[src/design/tcbpa_pkg.sv]
package tcbpa_pkg;

	// Field widths
	localparam int CFG_W     = 13;
	localparam int CFG_IDX_W = 2;
	localparam int SIZE_W    = 16;
	localparam int IDX_W     = 4;
	localparam int CNT_W     = 5;
	localparam int TOT_W     = 32;

	// Default pool geometry
	localparam int SMALL_BLOCKS_DEF  = 16;
	localparam int MEDIUM_BLOCKS_DEF = 16;
	localparam int LARGE_BLOCKS_DEF  = 8;

	// Register reset values
	localparam logic [CFG_W-1:0] SMALL_BYTES_RST  = 13'd64;
	localparam logic [CFG_W-1:0] MEDIUM_BYTES_RST = 13'd256;
	localparam logic [CFG_W-1:0] LARGE_BYTES_RST  = 13'd512;

	// Register indexes
	typedef enum logic [CFG_IDX_W-1:0] {
		REG_SMALL_BYTES  = 2'd0,
		REG_MEDIUM_BYTES = 2'd1,
		REG_LARGE_BYTES  = 2'd2,
		REG_NONE         = 2'd3
	} reg_idx_t;

	// Request kinds
	typedef enum logic [1:0] {
		KIND_ALLOC = 2'd0,
		KIND_FREE  = 2'd1,
		KIND_STATS = 2'd2,
		KIND_NONE  = 2'd3
	} kind_t;

	// Pool classes
	typedef enum logic [1:0] {
		CLS_SMALL  = 2'd0,
		CLS_MEDIUM = 2'd1,
		CLS_LARGE  = 2'd2,
		CLS_NULL   = 2'd3
	} cls_t;

	// Result status codes
	typedef enum logic [1:0] {
		ST_OK      = 2'd0,
		ST_FAIL    = 2'd1,
		ST_IGNORED = 2'd2,
		ST_FOREIGN = 2'd3
	} status_t;

	typedef struct packed {
		logic [1:0]        kind;
		logic [SIZE_W-1:0] request_size;
		logic [1:0]        pool_class;
		logic [IDX_W-1:0]  block_index;
	} req_t;

	typedef struct packed {
		logic [1:0]       status;
		logic [1:0]       granted_class;
		logic [IDX_W-1:0] granted_index;
		logic [4:0]       small_in_use;
		logic [4:0]       medium_in_use;
		logic [3:0]       large_in_use;
		logic [4:0]       peak_sm;
		logic [4:0]       peak_md;
		logic [3:0]       peak_lg;
		logic [TOT_W-1:0] alloc_total;
		logic [TOT_W-1:0] free_total;
		logic [TOT_W-1:0] fail_total;
	} rsp_t;

	// Per-class update command from the decision logic
	typedef struct packed {
		logic             grab;
		logic             drop;
		logic [IDX_W-1:0] drop_idx;
		logic             snap;
	} cls_ctrl_t;

	// Per-class view back to the decision logic
	typedef struct packed {
		logic             has_free;
		logic [IDX_W-1:0] free_idx;
		logic [CNT_W-1:0] count;
		logic [CNT_W-1:0] peak;
	} cls_stat_t;

endpackage

[src/design/tcbpa_class.sv]
module tcbpa_class #(
	parameter int BLOCKS = tcbpa_pkg::SMALL_BLOCKS_DEF
) (
	input  logic                  clk,
	input  logic                  arst_n,
	input  tcbpa_pkg::cls_ctrl_t  ctrl,
	output tcbpa_pkg::cls_stat_t  stat
);

	localparam int CW = $clog2(BLOCKS + 1);

	logic [BLOCKS-1:0] used_q;
	logic [CW-1:0]     count_q;
	logic [CW-1:0]     peak_q;
	logic              has_free;
	logic [tcbpa_pkg::IDX_W-1:0] free_idx;
	logic [CW-1:0]     count_inc;

	// Find the lowest clear bit of the bitmap
	always_comb begin
		has_free = 1'b0;
		free_idx = '0;
		for (int i = BLOCKS - 1; i >= 0; i--) begin
			if (!used_q[i]) begin
				has_free = 1'b1;
				free_idx = tcbpa_pkg::IDX_W'(i);
			end
		end
	end

	assign count_inc = count_q + CW'(1);

	// Set the granted bit, clear the freed bit
	always_ff @(posedge clk or negedge arst_n) begin
		if (!arst_n) begin
			used_q <= '0;
		end else begin
			for (int i = 0; i < BLOCKS; i++) begin
				if (ctrl.grab && free_idx == tcbpa_pkg::IDX_W'(i)) begin
					used_q[i] <= 1'b1;
				end else if (ctrl.drop && ctrl.drop_idx == tcbpa_pkg::IDX_W'(i)) begin
					used_q[i] <= 1'b0;
				end
			end
		end
	end

	// Track use count and high mark; a drop never takes the count below zero
	always_ff @(posedge clk or negedge arst_n) begin
		if (!arst_n) begin
			count_q <= '0;
			peak_q  <= '0;
		end else begin
			if (ctrl.grab) begin
				count_q <= count_inc;
				if (count_inc > peak_q) begin
					peak_q <= count_inc;
				end
			end else if (ctrl.drop) begin
				if (count_q != '0) begin
					count_q <= count_q - CW'(1);
				end
			end else if (ctrl.snap) begin
				peak_q <= count_q;
			end
		end
	end

	assign stat.has_free = has_free;
	assign stat.free_idx = free_idx;
	assign stat.count    = tcbpa_pkg::CNT_W'(count_q);
	assign stat.peak     = tcbpa_pkg::CNT_W'(peak_q);

	a_grab_needs_free: assert property (@(posedge clk) disable iff (!arst_n)
		ctrl.grab |-> has_free)
		else $error("grab issued on a full class");

	a_grab_drop_excl: assert property (@(posedge clk) disable iff (!arst_n)
		!(ctrl.grab && ctrl.drop))
		else $error("grab and drop in the same cycle");

	a_count_bound: assert property (@(posedge clk) disable iff (!arst_n)
		count_q <= CW'(BLOCKS))
		else $error("use count exceeds class size");

	a_grab_counts: assert property (@(posedge clk) disable iff (!arst_n)
		ctrl.grab |=> count_q == $past(count_inc))
		else $error("grab did not raise the use count");

endmodule

[src/design/three_class_block_pool_allocator.sv]
// Three-class block pool allocator.
// Input channel: a transaction (req) is taken at each rising edge with start high and
// busy low. busy stays low, so a new request may be issued every cycle.
// Kinds: allocate by byte size, free by class and index, reset statistics.
// Output channel: exactly one result per request, shown on rsp for one cycle with
// done high. The receiver cannot hold results off and none is needed.
// Result path: the request passes the input register (valid_s1, req_s1), then one pass
// of find-first-free and counter update into the state and result registers, which
// drive done and rsp. Throughput: one request per cycle, set by the read-modify-write
// of the per-class bitmaps and counters.
// Configuration: cfg_we/cfg_idx/cfg_data write the three class size limits; write
// only while no request is outstanding. An index beyond the list is ignored.
// Reset (arst_n low): all bitmaps, counts, peaks and totals clear, size limits
// return to 64, 256 and 512 bytes, and no result is pending.
module three_class_block_pool_allocator #(
	parameter int SMALL_BLOCKS  = tcbpa_pkg::SMALL_BLOCKS_DEF,
	parameter int MEDIUM_BLOCKS = tcbpa_pkg::MEDIUM_BLOCKS_DEF,
	parameter int LARGE_BLOCKS  = tcbpa_pkg::LARGE_BLOCKS_DEF
) (
	input  logic                                clk,
	input  logic                                arst_n,
	input  logic                                start,
	output logic                                busy,
	input  tcbpa_pkg::req_t                     req,
	output logic                                done,
	output tcbpa_pkg::rsp_t                     rsp,
	input  logic                                cfg_we,
	input  logic [tcbpa_pkg::CFG_IDX_W-1:0]     cfg_idx,
	input  logic [tcbpa_pkg::CFG_W-1:0]         cfg_data
);

	logic [tcbpa_pkg::CFG_W-1:0]  small_bytes_q, medium_bytes_q, large_bytes_q;
	logic                         valid_s1;
	tcbpa_pkg::req_t              req_s1;
	logic                         done_s2;
	logic [1:0]                   status_s2;
	logic [1:0]                   gclass_s2;
	logic [tcbpa_pkg::IDX_W-1:0]  gidx_s2;
	logic [tcbpa_pkg::TOT_W-1:0]  alloc_total_q, free_total_q, fail_total_q;

	tcbpa_pkg::cls_ctrl_t         sm_ctrl, md_ctrl, lg_ctrl;
	tcbpa_pkg::cls_stat_t         sm_stat, md_stat, lg_stat;

	logic                         is_alloc, is_free, is_stats;
	logic                         fit_sm, fit_md, fit_lg;
	logic                         try_sm, try_md, try_lg, granted;
	logic                         rng_sm, rng_md, rng_lg, dropped;
	logic [tcbpa_pkg::IDX_W:0]    idx_ext;
	logic [1:0]                   status_d;
	logic [1:0]                   gclass_d;
	logic [tcbpa_pkg::IDX_W-1:0]  gidx_d;

	assign busy = 1'b0;

	// Hold the class size limits
	always_ff @(posedge clk or negedge arst_n) begin
		if (!arst_n) begin
			small_bytes_q  <= tcbpa_pkg::SMALL_BYTES_RST;
			medium_bytes_q <= tcbpa_pkg::MEDIUM_BYTES_RST;
			large_bytes_q  <= tcbpa_pkg::LARGE_BYTES_RST;
		end else if (cfg_we) begin
			unique case (cfg_idx)
				tcbpa_pkg::REG_SMALL_BYTES:  small_bytes_q  <= cfg_data;
				tcbpa_pkg::REG_MEDIUM_BYTES: medium_bytes_q <= cfg_data;
				tcbpa_pkg::REG_LARGE_BYTES:  large_bytes_q  <= cfg_data;
				default: ;
			endcase
		end
	end

	// Capture the incoming transaction
	always_ff @(posedge clk or negedge arst_n) begin
		if (!arst_n) begin
			valid_s1 <= 1'b0;
		end else begin
			valid_s1 <= start && !busy;
		end
	end

	always_ff @(posedge clk) begin
		if (start && !busy) begin
			req_s1 <= req;
		end
	end

	// Decode the request
	assign is_alloc = valid_s1 && req_s1.kind == tcbpa_pkg::KIND_ALLOC
		&& req_s1.request_size != '0;
	assign is_free  = valid_s1 && req_s1.kind == tcbpa_pkg::KIND_FREE
		&& req_s1.pool_class != tcbpa_pkg::CLS_NULL;
	assign is_stats = valid_s1 && req_s1.kind == tcbpa_pkg::KIND_STATS;

	// Pick the first fitting class, in the order small, medium, large, that still has a free block
	assign fit_sm = req_s1.request_size <= tcbpa_pkg::SIZE_W'(small_bytes_q);
	assign fit_md = req_s1.request_size <= tcbpa_pkg::SIZE_W'(medium_bytes_q);
	assign fit_lg = req_s1.request_size <= tcbpa_pkg::SIZE_W'(large_bytes_q);
	assign try_sm = fit_sm && sm_stat.has_free;
	assign try_md = !try_sm && fit_md && md_stat.has_free;
	assign try_lg = !try_sm && !try_md && fit_lg && lg_stat.has_free;
	assign granted = try_sm || try_md || try_lg;

	// Check the freed index against the class size
	assign idx_ext = {1'b0, req_s1.block_index};
	assign rng_sm  = req_s1.pool_class == tcbpa_pkg::CLS_SMALL
		&& idx_ext < (tcbpa_pkg::IDX_W + 1)'(SMALL_BLOCKS);
	assign rng_md  = req_s1.pool_class == tcbpa_pkg::CLS_MEDIUM
		&& idx_ext < (tcbpa_pkg::IDX_W + 1)'(MEDIUM_BLOCKS);
	assign rng_lg  = req_s1.pool_class == tcbpa_pkg::CLS_LARGE
		&& idx_ext < (tcbpa_pkg::IDX_W + 1)'(LARGE_BLOCKS);
	assign dropped = rng_sm || rng_md || rng_lg;

	// Drive the class units
	assign sm_ctrl = '{grab: is_alloc && try_sm, drop: is_free && rng_sm,
		drop_idx: req_s1.block_index, snap: is_stats};
	assign md_ctrl = '{grab: is_alloc && try_md, drop: is_free && rng_md,
		drop_idx: req_s1.block_index, snap: is_stats};
	assign lg_ctrl = '{grab: is_alloc && try_lg, drop: is_free && rng_lg,
		drop_idx: req_s1.block_index, snap: is_stats};

	tcbpa_class #(.BLOCKS(SMALL_BLOCKS)) u_small (
		.clk(clk), .arst_n(arst_n), .ctrl(sm_ctrl), .stat(sm_stat)
	);

	tcbpa_class #(.BLOCKS(MEDIUM_BLOCKS)) u_medium (
		.clk(clk), .arst_n(arst_n), .ctrl(md_ctrl), .stat(md_stat)
	);

	tcbpa_class #(.BLOCKS(LARGE_BLOCKS)) u_large (
		.clk(clk), .arst_n(arst_n), .ctrl(lg_ctrl), .stat(lg_stat)
	);

	// Form status and granted block
	always_comb begin
		status_d = tcbpa_pkg::ST_IGNORED;
		gclass_d = tcbpa_pkg::CLS_SMALL;
		gidx_d   = '0;
		if (is_alloc) begin
			if (granted) begin
				status_d = tcbpa_pkg::ST_OK;
				if (try_sm) begin
					gidx_d = sm_stat.free_idx;
				end else if (try_md) begin
					gclass_d = tcbpa_pkg::CLS_MEDIUM;
					gidx_d   = md_stat.free_idx;
				end else begin
					gclass_d = tcbpa_pkg::CLS_LARGE;
					gidx_d   = lg_stat.free_idx;
				end
			end else begin
				status_d = tcbpa_pkg::ST_FAIL;
			end
		end else if (is_free) begin
			status_d = dropped ? tcbpa_pkg::ST_OK : tcbpa_pkg::ST_FOREIGN;
		end else if (is_stats) begin
			status_d = tcbpa_pkg::ST_OK;
		end
	end

	// Advance the wrapping totals; a stats request clears them
	always_ff @(posedge clk or negedge arst_n) begin
		if (!arst_n) begin
			alloc_total_q <= '0;
			free_total_q  <= '0;
			fail_total_q  <= '0;
		end else if (is_stats) begin
			alloc_total_q <= '0;
			free_total_q  <= '0;
			fail_total_q  <= '0;
		end else begin
			if (is_alloc) begin
				alloc_total_q <= alloc_total_q + tcbpa_pkg::TOT_W'(1);
				if (!granted) begin
					fail_total_q <= fail_total_q + tcbpa_pkg::TOT_W'(1);
				end
			end
			if (is_free) begin
				free_total_q <= free_total_q + tcbpa_pkg::TOT_W'(1);
			end
		end
	end

	// Register the result strobe and per-request fields
	always_ff @(posedge clk or negedge arst_n) begin
		if (!arst_n) begin
			done_s2 <= 1'b0;
		end else begin
			done_s2 <= valid_s1;
		end
	end

	always_ff @(posedge clk) begin
		if (valid_s1) begin
			status_s2 <= status_d;
			gclass_s2 <= gclass_d;
			gidx_s2   <= gidx_d;
		end
	end

	// Counters come straight from the state registers, updated at the same edge
	assign done               = done_s2;
	assign rsp.status         = status_s2;
	assign rsp.granted_class  = gclass_s2;
	assign rsp.granted_index  = gidx_s2;
	assign rsp.small_in_use   = sm_stat.count;
	assign rsp.medium_in_use  = md_stat.count;
	assign rsp.large_in_use   = lg_stat.count[3:0];
	assign rsp.peak_sm        = sm_stat.peak;
	assign rsp.peak_md        = md_stat.peak;
	assign rsp.peak_lg        = lg_stat.peak[3:0];
	assign rsp.alloc_total    = alloc_total_q;
	assign rsp.free_total     = free_total_q;
	assign rsp.fail_total     = fail_total_q;

	a_one_result_each: assert property (@(posedge clk) disable iff (!arst_n)
		valid_s1 |=> done)
		else $error("accepted request produced no result");

	a_fail_only_alloc: assert property (@(posedge clk) disable iff (!arst_n)
		(is_alloc && !granted) |=> fail_total_q == $past(fail_total_q) + tcbpa_pkg::TOT_W'(1))
		else $error("failed allocation not counted");

	a_single_grab: assert property (@(posedge clk) disable iff (!arst_n)
		$onehot0({sm_ctrl.grab, md_ctrl.grab, lg_ctrl.grab}))
		else $error("more than one class granted");

endmodule

[config.mk]
export PLATFORM = sky130hd
export DESIGN_NAME = three_class_block_pool_allocator
export DESIGN_NICKNAME = d
export VERILOG_FILES = /design/src/design/tcbpa_pkg.sv /design/src/design/tcbpa_class.sv /design/src/design/three_class_block_pool_allocator.sv
export SDC_FILE = /design/constraint.sdc
export NUM_CORES = 1
export LEC_CHECK = 0
export ABC_AREA = 1
export BUFFER_PORTS_ARGS = -buffer_cell sky130_fd_sc_hd__buf_2
export CORE_AREA = 2 2 156 234
export CTS_CLUSTER_SIZE = 28
export DETAILED_ROUTE_END_ITERATION = 8
export DIE_AREA = 0 0 158 236
export GPL_TIMING_DRIVEN = 0
export HOLD_SLACK_MARGIN = 0.06
export PLACE_DENSITY_LB_ADDON = 0.08
export SYNTH_ARGS = -nofsm -noshare
export SYNTH_HDL_FRONTEND = slang
export SYNTH_SLANG_ARGS = --single-unit
[constraint.sdc]
create_clock -name clk -period 5.66 [get_ports clk]
set_input_delay 0.849 -clock clk [delete_from_list [all_inputs] [get_ports clk]]
set_output_delay 0.849 -clock clk [all_outputs]
set_load 0.01 [all_outputs]
==> flow_metrics.py <==
metrics = {
    "timing": {
        "period_share_pct": 54.1,
        "drv_slew": 0,
        "tightest_slew_ps": 882,
        "fin_hold_ws_ps": 168,
        "fmax_ghz": 0.327,
        "relSlewSlack_pct": 40.7,
        "finalSetupViolations": 0,
        "rsz0062_at_grt": "false",
        "hold_viol_final": 0,
        "skew_ps": 15.1,
        "period_needed_ps": 3060,
        "worst_slack_ps": 2600,
    },
    "worst_setup_path": {
        "worstPathCellList": "inv_1 -> nor3_1 -> inv_2 -> clkbuf_1 -> buf_1 -> nand4_1 -> nand2_1",
        "slowest_delay_ps": 820,
        "cpLargestDelayFamily": "buffers and inverters",
        "cp_num_buf_inv": 4,
        "required_ps": 6100,
        "crit_slowest_cell": "dfrtp_1",
        "cp_max_fo": 11,
        "worstSetupPathType": "reg -> reg",
        "crit_path_end_kind": "flop",
        "arrival_ps": 3500,
        "critPathLaunchType": "flop",
    },
    "layout": {
        "drive_gt1_share_pct": 14.5,
        "fin_area_um2": 16400,
        "nets": 2090,
        "fillers": 3721,
        "antenna_cells": 0,
        "syn_to_final_growth_pct": 18.0,
    },
    "synth": {
        "yosysTopAreaCell": "dfrtp_1",
        "postSynthAreaPerCell_um2": 7.85,
        "syn-cell-area_um2": 13900,
        "synthCells": 1770,
        "ys.flop_type": "dfrtp_1",
        "ys_types": 53,
        "synth_edf_count": 32,
        "yosysSeqAreaShare_pct": 43.8,
        "ys_ff_latch": 237,
        "ys_async_sr_fraction_pct": 86.5,
        "ys_warn_count": 0,
        "netlist.area_leader.share_pct": 36.4,
        "synth_fp_nets": 1884,
        "synth.area.top_cells": "dfrtp_1, nand2_1, edfxtp_1, ha_1, inv_1",
    },
    "cts": {
        "holdBufCountCts": 0,
        "clock_latency_ps": 570,
        "cts.sinks": 237,
        "cts_tree": "done",
        "numCtsBuffers": 27,
        "htreeDepth": 1,
        "cts_setup_buffers": 0,
        "cts-root-buf": "clkbuf_16",
        "ctsResizeCount": 0,
        "clk_pin_slew_worst_paths_ps": 60,
        "clk_path_buf_depth": 3,
    },
    "drt": {
        "num_vias": 12710,
        "wl_per_cell_um": 17.0,
        "finalWirelength_um": 42100,
        "drt_first_iter_violations": 603,
        "firstDrtPassIters": 5,
        "drc": 0,
        "ant_nets": 0,
        "via_per_inst": 5.14,
    },
    "global_route": {
        "grt_overflow": 0,
        "grt_pass1_vias": 12718,
        "grt_pass1_wl_um": 66200,
        "grt_max_degree": 84,
        "antenna_found_initial": 0,
        "grt_util_all_layers_pct": 22.6,
    },
    "run": {
        "cap_violations": 0,
    },
    "power_and_ir_drop": {
        "p_leak_nw": 7.51,
        "powerDensity_nw_per_um2": 322,
        "p_total_mw": 5.28,
        "peakVddDrop_v": 0.000238,
    },
    "min_path": {
        "hold_path_class": "in -> async",
    },
    "die": {
        "io_pins": 177,
        "start_util_pct": 39.1,
        "die_y_um": 236,
        "fp.dieW_um": 158,
        "rows": 85,
        "core_area_um2": 35500,
        "fp.dieArea_um2": 37300,
    },
    "place": {
        "dpl.hpwl_um": 32700,
        "placed_cell_area_um2": 15400,
        "dpl_worst_slack_ps": 2540,
        "globalplace.congestion": 0.889,
        "io_buffer_count": 175,
    },
    "run_status": {
        "status": "finished, final reports clean",
    },
}
[sequential cells by signal, indices dropped and copies added, names as in the netlist, 2 cells and up]
name and cells:
alloc_total_q 32, fail_total_q 32, free_total_q 32, req_s1 20, u_medium.used_q 16, u_small.used_q 16
large_bytes_q 13, medium_bytes_q 13, small_bytes_q 13, u_large.used_q 8, u_medium.count_q 5, u_medium.peak_q 5
u_small.count_q 5, u_small.peak_q 5, gidx_s2 4, idx_ext 4, u_large.count_q 4, u_large.peak_q 4
gclass_s2 2, status_s2 2
[stage by stage]
stage / setup TNS, ps / utilization (%) / std cells
4_1_cts: 0 / 46.2 / 2474
2_1_floorplan: 0 / - / 1770
5_1_grt: 0 / 46.2 / 2474
6_report: 0 / 46.2 / 2474
3_5_place_dp: 0 / 43.5 / 2425
3_3_place_gp: -15090 / 43.3 / 2423
[Yosys cell counts, types with 3 or more instances]
cell type  number
o21a_1          4
o21ai_2        10
o22ai_2         3
inv_1         222
dfrtp_1       202
and3_1          3
o21ai_1         7
nor3b_1         4
nand2_2         7
a31oi_1         5
o21ai_0       165
nand2_4         3
nand3_2         6
buf_4           6
nor4_2          3
xor2_1         47
nand2_1       439
o22ai_1         5
edfxtp_1       32
xnor2_1        11
nor2_4          3
dfstp_2         3
nand3_1       102
inv_2           7
a211oi_1        4
o31ai_1         8
a21oi_1        54
nor3_1         75
nor2_2          5
nor4_1         22
buf_6           3
o221ai_1        4
nand4_1        36
ha_1           71
clkbuf_1       23
nor3_2          3
nor2_1        143
[path summary, 6_finish.rpt]
kind / from / to / slack, ps / cells after the start
worst min register to register: medium_bytes_q[5] / medium_bytes_q[5] / 480 / 2
worst max register to register: valid_s1 / fail_total_q[4] / 2600 / 7
min in group clk: req[8] / req_s1[8] / 460 / 1
worst max-delay path: valid_s1 / fail_total_q[4] / 2600 / 7
max in group asynchronous: arst_n / fail_total_q[13] / 4330 / 3
worst min-delay path: arst_n / u_medium.used_q[12] / 170 / 1
[cell type report]
| cell class | instances | area [µm²] | share of cell area, % |
|---|---|---|---|
| Buffer | 36 | 183 | 1.11 |
| Clock buffer | 40 | 805 | 4.91 |
| Clock inverter | 9 | 153 | 0.931 |
| Inverter | 229 | 860 | 5.24 |
| Multi-Input combinational cell | 1268 | 6770 | 41.3 |
| Sequential cell | 237 | 6090 | 37.2 |
| Tap cell | 478 | 598 | 3.65 |
| Timing Repair Buffer | 177 | 941 | 5.74 |
[power breakdown]
| part | switching (mW) | internal (mW) | leakage (nW) |
|---|---|---|---|
| Clock | 0.736 | 1.16 | 0.473 |
| Sequential | 0.193 | 1.92 | 3.07 |
| Combinational | 0.788 | 0.483 | 3.97 |
[layout by cell type, fill, tap and decap left out, drive strengths merged, types with 25 or more instances in the layout]
master / instances
nand2: 449
inv: 231
dfrtp: 202
buf: 190
o21ai: 182
nor2: 151
nand3: 109
nor3: 79
ha: 71
clkbuf: 63
a21oi: 55
xor2: 47
nand4: 36
edfxtp: 32
nor4: 25
[routing by layer]
metal	vias to the layer above	wire (µm)	share of wire [%]	track usage, %
li1	6279	-	-	-
met1	6021	16500	39	25.4
met2	311	21800	52	42.0
met3	99	2070	4.9	3.31
met4	0	1790	4.2	9.42
met5	-	0	0	0
[cells by family (layout without fill, tap and decap cells)]
group | Yosys count | count (layout) | share of synthesized area, %
fa+ha+maj | 71 | 71 | 6.39
flops | 237 | 237 | 43.8
other cells | 1 | 1 | 0.0270
xor+xnor | 58 | 58 | 3.65
compound gates | 278 | 278 | 11.2
simple gates | 860 | 860 | 27.4
buf+inv | 265 | 491 | 7.50
Note: power is estimated with default switching activity, not from simulation.
